===== config.mk =====
export PLATFORM = sky130hd
export DESIGN_NAME = cbmt_cell
export DESIGN_NICKNAME = d
export VERILOG_FILES = /design/src/rtl/core/cbmt_pkg.sv /design/src/rtl/core/cbmt_cell.sv
export SDC_FILE = /design/constraint.sdc
export NUM_CORES = 1
export LEC_CHECK = 0
export ABC_AREA = 0
export BUFFER_PORTS_ARGS = -buffer_cell sky130_fd_sc_hd__buf_4
export CAP_MARGIN = 20
export CORE_MARGIN = 5
export CORE_UTILIZATION = 45
export CTS_BUF_LIST = sky130_fd_sc_hd__clkbuf_2 sky130_fd_sc_hd__clkbuf_4 sky130_fd_sc_hd__clkbuf_8
export CTS_CLUSTER_SIZE = 8
export DETAILED_ROUTE_END_ITERATION = 10
export GPL_ROUTABILITY_DRIVEN = 0
export PLACE_DENSITY = 0.67
export RECOVER_POWER = 100
export SKIP_LAST_GASP = 1
export SYNTH_ARGS = -nofsm -noshare
export SYNTH_HDL_FRONTEND = slang
export SYNTH_SLANG_ARGS = --single-unit

===== constraint.sdc =====
create_clock -name i_clk -period 6.6 [get_ports i_clk]
set_clock_uncertainty 0.15 [all_clocks]
set_input_delay 1.98 -clock i_clk [delete_from_list [all_inputs] [get_ports i_clk]]
set_output_delay 1.98 -clock i_clk [all_outputs]
set_load 0.1 [all_outputs]

===== src/rtl/core/cbmt_pkg.sv =====
// ----------------------------------------------------------------------------
// cbmt_pkg
// Shared types and constants for the counter bank with maximum tracking.
// ----------------------------------------------------------------------------
package cbmt_pkg;

    localparam int COUNTERS_DEF   = 64;
    localparam int COUNT_BITS_DEF = 16;

    localparam int OP_W        = 2;
    localparam int IDX_W       = 6;
    localparam int VAL_W       = 16;
    localparam int HOLD_W      = 7;
    localparam int IN_TDATA_W  = 8;
    localparam int OUT_TDATA_W = 40;

    typedef enum logic [OP_W-1:0] {
        OP_INC   = 2'd0,
        OP_DEC   = 2'd1,
        OP_CLR   = 2'd2,
        OP_QUERY = 2'd3
    } t_op;

    typedef enum logic [1:0] {
        ST_IDLE = 2'd0,
        ST_SCAN = 2'd1,
        ST_DONE = 2'd2
    } t_state;

    // update command for one cell: the op is shared by every cell, the enable is set only for the addressed one
    typedef struct packed {
        logic en;
        t_op  op;
    } t_cmd;

endpackage


===== src/rtl/core/cbmt_cell.sv =====
// ----------------------------------------------------------------------------
// cbmt_cell
// One counter of the bank plus one registered stage of the max/holder scan.
// ----------------------------------------------------------------------------
module cbmt_cell #(
    parameter int COUNT_BITS = cbmt_pkg::COUNT_BITS_DEF,
    parameter int CNT_W      = 7
) (
    input  logic                         i_clk,
    input  logic                         i_rst_n,
    input  cbmt_pkg::t_cmd               i_cmd,
    input  logic                         i_first,
    input  logic signed [COUNT_BITS-1:0] i_prev_best,
    input  logic        [CNT_W-1:0]      i_prev_n,
    output logic signed [COUNT_BITS-1:0] o_count,
    output logic signed [COUNT_BITS-1:0] o_best,
    output logic        [CNT_W-1:0]      o_n
);

    localparam logic signed [COUNT_BITS-1:0] MAXV = {1'b0, {(COUNT_BITS-1){1'b1}}};
    localparam logic signed [COUNT_BITS-1:0] MINV = {1'b1, {(COUNT_BITS-1){1'b0}}};

    logic signed [COUNT_BITS-1:0] r_count, n_count;
    logic signed [COUNT_BITS-1:0] r_best, n_best;
    logic        [CNT_W-1:0]      r_n, n_n;

    always_comb begin
        n_count = r_count;
        if (i_cmd.en) begin
            case (i_cmd.op)
                cbmt_pkg::OP_INC: begin
                    if (r_count != MAXV) n_count = r_count + COUNT_BITS'(1);
                end
                cbmt_pkg::OP_DEC: begin
                    if (r_count != MINV) n_count = r_count - COUNT_BITS'(1);
                end
                cbmt_pkg::OP_CLR:   n_count = '0;
                cbmt_pkg::OP_QUERY: n_count = r_count;
                default:            n_count = r_count;
            endcase
        end
    end

    // running max and holder count, passed one cell per cycle
    always_comb begin
        if (i_first || r_count > i_prev_best) begin
            n_best = r_count;
            n_n    = CNT_W'(1);
        end else if (r_count == i_prev_best) begin
            n_best = i_prev_best;
            n_n    = i_prev_n + CNT_W'(1);
        end else begin
            n_best = i_prev_best;
            n_n    = i_prev_n;
        end
    end

    always_ff @(posedge i_clk) begin
        if (!i_rst_n) begin
            r_count <= '0;
        end else begin
            r_count <= n_count;
        end
    end

    always_ff @(posedge i_clk) begin
        r_best <= n_best;
        r_n    <= n_n;
    end

    assign o_count = r_count;
    assign o_best  = r_best;
    assign o_n     = r_n;

endmodule


---- After elaboration in Yosys (flattened, before gate mapping) ----
Index checks and enable logic that the tools add are counted.
storage, ports and cells
  bits in registers ....................... 39
  bits in latches ......................... 0
  RAM bits ................................ 0
  bits in read-only memories .............. 0
  bits of input ports ..................... 29
  output and inout bits ................... 39
  memories ................................ 0
cells by class
  add/sub/neg operators ................... 3
  $mul .................................... 0
  divide/modulo/power cells ............... 0
  $lt $le $gt $ge ......................... 1
  eq/ne operators ......................... 8
  shifts and indexed selects .............. 0
  muxes and demuxes ....................... 5
  bitwise logic cells ..................... 1
  reduce and logical (&&, ||, !) cells .... 3
operator list
  operator                 number
  $mux W16                 3
  $pmux W16 S3             1
  $ne A16 B16 Y1 const B   2
  $add A16 B2 Y16 const B  1
  $eq A16 B16 Y1           1
  $gt A16 B16 Y1           1
  $sub A16 B2 Y16 const B  1
  $add A7 B1 Y7 const B    1
  $mux W7                  1
  $eq A2 B2 Y1 const B     2
  $ne A2 B2 Y1 const B     2
  $reduce_and A4 Y1        1
  $eq A2 B1 Y1 const B     1
  $logic_not A2 Y1         1
  $logic_or A1 B1 Y1       1
  $not A1 Y1               1

---- Depth between registers and ports, before layout ----
  depth after elaboration ................. 3
  depth in mapped cells ................... 11
  depth with buffers taken out ............ 9

---- Least setup slack after synthesis ----
Ideal clock, no wire load.
  path type ............................... input port to flip-flop
  start ................................... in i_cmd[1] (netlist bit)
  end ..................................... reg r_count[15] (netlist: o_count[15])
  setup time .............................. 0.120 ns
  arrival time ............................ 4.060 ns
  required time ........................... 6.330 ns
  path slack .............................. 2.270 ns
  stages on the path ...................... 10
  path buffers ............................ 1
  cell sequence ........................... nand2b_1 > inv_1 > ha_1 > buf_2 > and3_1 > o211a_1 > a211oi_1 > nor3_1 > o21a_1 > o31a_1
on the way
  cells in the longest elaborated chain, start to end .. 3
RTL lines
  element                                               line             RTL
  start, declared                                       cbmt_cell.sv:11  input cbmt_pkg::t_cmd i_cmd,
  $eq A2 B1 Y1 (tied with other cells)                  cbmt_cell.sv:30  case (i_cmd.op)
  $ne A2 B2 Y1 (no line) or $not A1 Y1 (tied branches)  n/a
  $reduce_and A4 Y1 (no line)                           n/a
  end signal, assigned                                  cbmt_cell.sv:62  r_count <= n_count;
  end, declared                                         cbmt_cell.sv:23  logic signed [COUNT_BITS-1:0] r_count, n_count;
Several ways; a longest one is shown, not always the timed one.
A chain may end at the register's enable or synchronous reset.

---- Worst setup path in the final report ----
  start ................................... in i_prev_best[15]
  end ..................................... reg r_n[3] (netlist: o_n[3])
on the way
  cells in the longest elaborated chain, start to end .. 2
RTL lines
  element                                           line                              RTL
  start, declared                                   cbmt_cell.sv:13                   input logic signed [COUNT_BITS-1:0] i_prev_best,
  $gt A16 B16 Y1 or $eq A16 B16 Y1 (tied branches)  cbmt_cell.sv:46, cbmt_cell.sv:49
  $logic_or A1 B1 Y1 or $mux W7 (tied branches)     cbmt_cell.sv:46, cbmt_cell.sv:49
  end signal, assigned                              cbmt_cell.sv:68                   r_n <= n_n;
  end, declared                                     cbmt_cell.sv:25                   logic [CNT_W-1:0] r_n, n_n;
Several ways; a longest one is shown, not always the timed one.

==> impl_metrics.csv <==
group,metric,value,unit
status,status,"complete, no violations",
worst_setup_path,start_kind,"input pin",
cts,cts_resized,0,
worst_setup_path,worstSetupEndpointType,"flip-flop",
detailed_routing,wl_per_cell,15.41,um
final_layout,fillerInstances,795,
cts,cts_root_buf,"clkbuf_8",
timing,setup_viol,0,
timing,period_needed,5300,ps
timing,maxSlewViolCount,0,
cts,cts_tree,"yes",
die,fp.dieW,99.97,um
die,rows,32,
cts,postCtsSetupBuffers,0,
global_route,antenna_found_initial,0,
global_route,grt_start_max_net_pins,76,
worst_setup_path,crit_required,6610,ps
yosys,synthTopCellsByCount,"nand2_1, dfxtp_1, ha_1, a21oi_1, nor2_1",
timing,worst_slew_pin_slew,1189,ps
die,core_area,7807,um2
yosys,yosysSeqAreaShare,21.44,%
timing,slew_headroom,21.09,%
power_and_ir_drop,power_switching,358.3,uW
yosys,synth_edf_count,0,
cts,cts.clk_slew.worst_paths,80,ps
cts,numCtsBuffers,5,
yosys,synth_area_leaders,"dfxtp_1, ha_1, mux2_4",
yosys,async_flop_share,0,%
detailed_routing,routed_wl,9510,um
yosys,avgSynthCellArea,7.799,um2
worst_setup_path,arrival,5310,ps
placement,post_dp_cell_area,4182,um2
final_layout,diodes,0,
power_and_ir_drop,pwr-share-seq,35.6,%
detailed_routing,dr.pass1.iters,4,
power_and_ir_drop,leakage,0.001639,uW
global_route,grt_pass1_wl,15730,um
global_route,grt_pass1_vias,3379,
final_layout,fin_area,4088,um2
worst_setup_path,crit_fanout,66,
placement,dpl.hpwl,6992,um
yosys,ys_ff_latch,39,
die,dieArea,9993,um2
global_route,grt_overflow,0,
yosys,syn-num-nets,528,
yosys,yosysWarnings,0,
final_layout,syn2layout_area_growth,12.23,%
yosys,netlist.area_leader.share,21.44,%
power_and_ir_drop,p_int,414.7,uW
placement,port-buffer-count,67,
timing,rsz0062_at_grt,"no",
cts,clock_sinks,39,
die,initial_utilization,46.65,%
timing,whs,506.9,ps
timing,setup_tns,0,ps
yosys,syn-cell-area,3642,um2
cts,clk_latency,300,ps
detailed_routing,drtIter0Drc,152,
worst_setup_path,crit_type,"in -> reg",
yosys,synth_most_common_cell,"nand2_1",
detailed_routing,drtAntennaViolNets,0,
cts,h-tree-depth,2,
power_and_ir_drop,clockPowerShare,21.7,%
power_and_ir_drop,ir_drop,0.00007668,V
timing,period_share,80.31,%
final_layout,fin_nets,575,
yosys,synth_cells,467,
power_and_ir_drop,p_per_area,189.1,nW/um2
yosys,synthFlopType,"dfxtp_1",
yosys,ys_types,57,
global_route,grt_usage,18.87,%
cts,ctsHoldBuffers,0,
die,fp.dieH,99.97,um
yosys,synth_top_cell_by_area,"dfxtp_1",
final_layout,drive_gt1_share,10.68,%
die,io_pins,68,
detailed_routing,vias_per_cell,5.720,
power_and_ir_drop,netSwitchingFraction,46.35,%
flow_run,maxCapViolations,0,
detailed_routing,drc,0,
power_and_ir_drop,power_frac_comb,42.8,%
detailed_routing,num_vias,3529,
timing,max_freq,188.7,MHz
cts,clockBufferDepth,2,
timing,finalHoldViolCount,0,
worst_hold_path,min_path_type,"reg -> reg",
==> final cells by class <==
| type | instances | area (um2) | share of cell area (%) |
|---|---|---|---|
| inverters | 23 | 86.33 | 2.112 |
| well taps | 102 | 127.6 | 3.122 |
| multi-input cells | 374 | 2608 | 63.79 |
| flip-flops and latches | 39 | 780.7 | 19.10 |
| clock inverters | 2 | 12.51 | 0.3061 |
| repair buffers | 71 | 396.6 | 9.703 |
| clock buffers | 6 | 76.32 | 1.867 |
==> layer usage <==
metal	vias to the layer above	share of wire, %	global-route usage (%)
li1	1798	-	-
met1	1645	45	23.10
met2	78	49	34.22
met3	8	5.4	3.058
met4	0	1.1	4.727
met5	-	0	0
==> through the flow <==
stage	cells	setup WS [ps]	power, uW	utilization, %
finish	617	1300	772.9	52.36
global route	617	1063	810.6	52.36
CTS	617	2060	799.7	54.70
detailed placement	609	1749	632.4	53.56
global placement	608	1810	626.8	53.21
floorplan	467	2270	555.5	-
==> cell usage in the layout, fill, tap and decap left out, types with 4 or more instances in the layout <==
cell type and instances:
clkbuf_1 41, a32o_1 4, inv_1 23, mux2i_1 17, nor3_1 21, mux2_4 11
nor2_1 26, o21ai_0 10, nand4_1 23, xnor2_1 12, nor2b_1 13, nand2_1 48
a21o_1 4, dfxtp_1 39, clkbuf_8 5, o211ai_1 4, a211oi_1 7, or3_1 18
nand3_1 22, nor4_1 5, buf_4 26, xor2_1 4, a21oi_1 28, ha_1 30
nand2b_1 18
==> flip-flops by register name (all words and copies together), names as in the netlist <==
register	flops
o_best	16
o_n	7
o_count	16
==> final timing paths <==
| check | from | to | slack (ps) | depth (start not counted) |
|---|---|---|---|---|
| worst max-delay path | i_prev_best[15] | o_n[3] | 1300 | 8 |
| worst min-delay path | o_count[3] | o_best[3] | 510 | 2 |
| worst min register to register | o_count[3] | o_best[3] | 510 | 2 |
| worst max register to register | o_count[15] | o_n[3] | 2530 | 6 |
==> power groups by stage <==
stage          Clock (uW)  Sequential, uW  Combinational [uW]
2_1_floorplan           0             421                 135
3_3_place_gp            0             281                 346
3_5_place_dp            0             281                 351
4_1_cts               172             276                 352
5_1_grt               178             278                 355
6_report              167             275                 331
==> kinds of logic (layout without fill, tap and decap cells) <==
kind of cell    Yosys count  count (layout)  share of synthesized area, %
compound gates           80              80                         15.05
xor+xnor                 16              16                         4.054
fa+ha+maj                32              32                         11.20
buf+inv                  54             102                         6.355
flops                    39              39                         21.44
mux                      33              33                         11.06
simple gates            213             213                         30.85
==> worst max-delay path, cell delays in order <==
cell	delay, ps
clkbuf_4	120
inv_1	90
ha_2	280
clkbuf_2	630
a221o_1	520
or3_1	770
xnor2_1	690
o311ai_0	220
No activity file was read; power rests on OpenSTA's default activity.
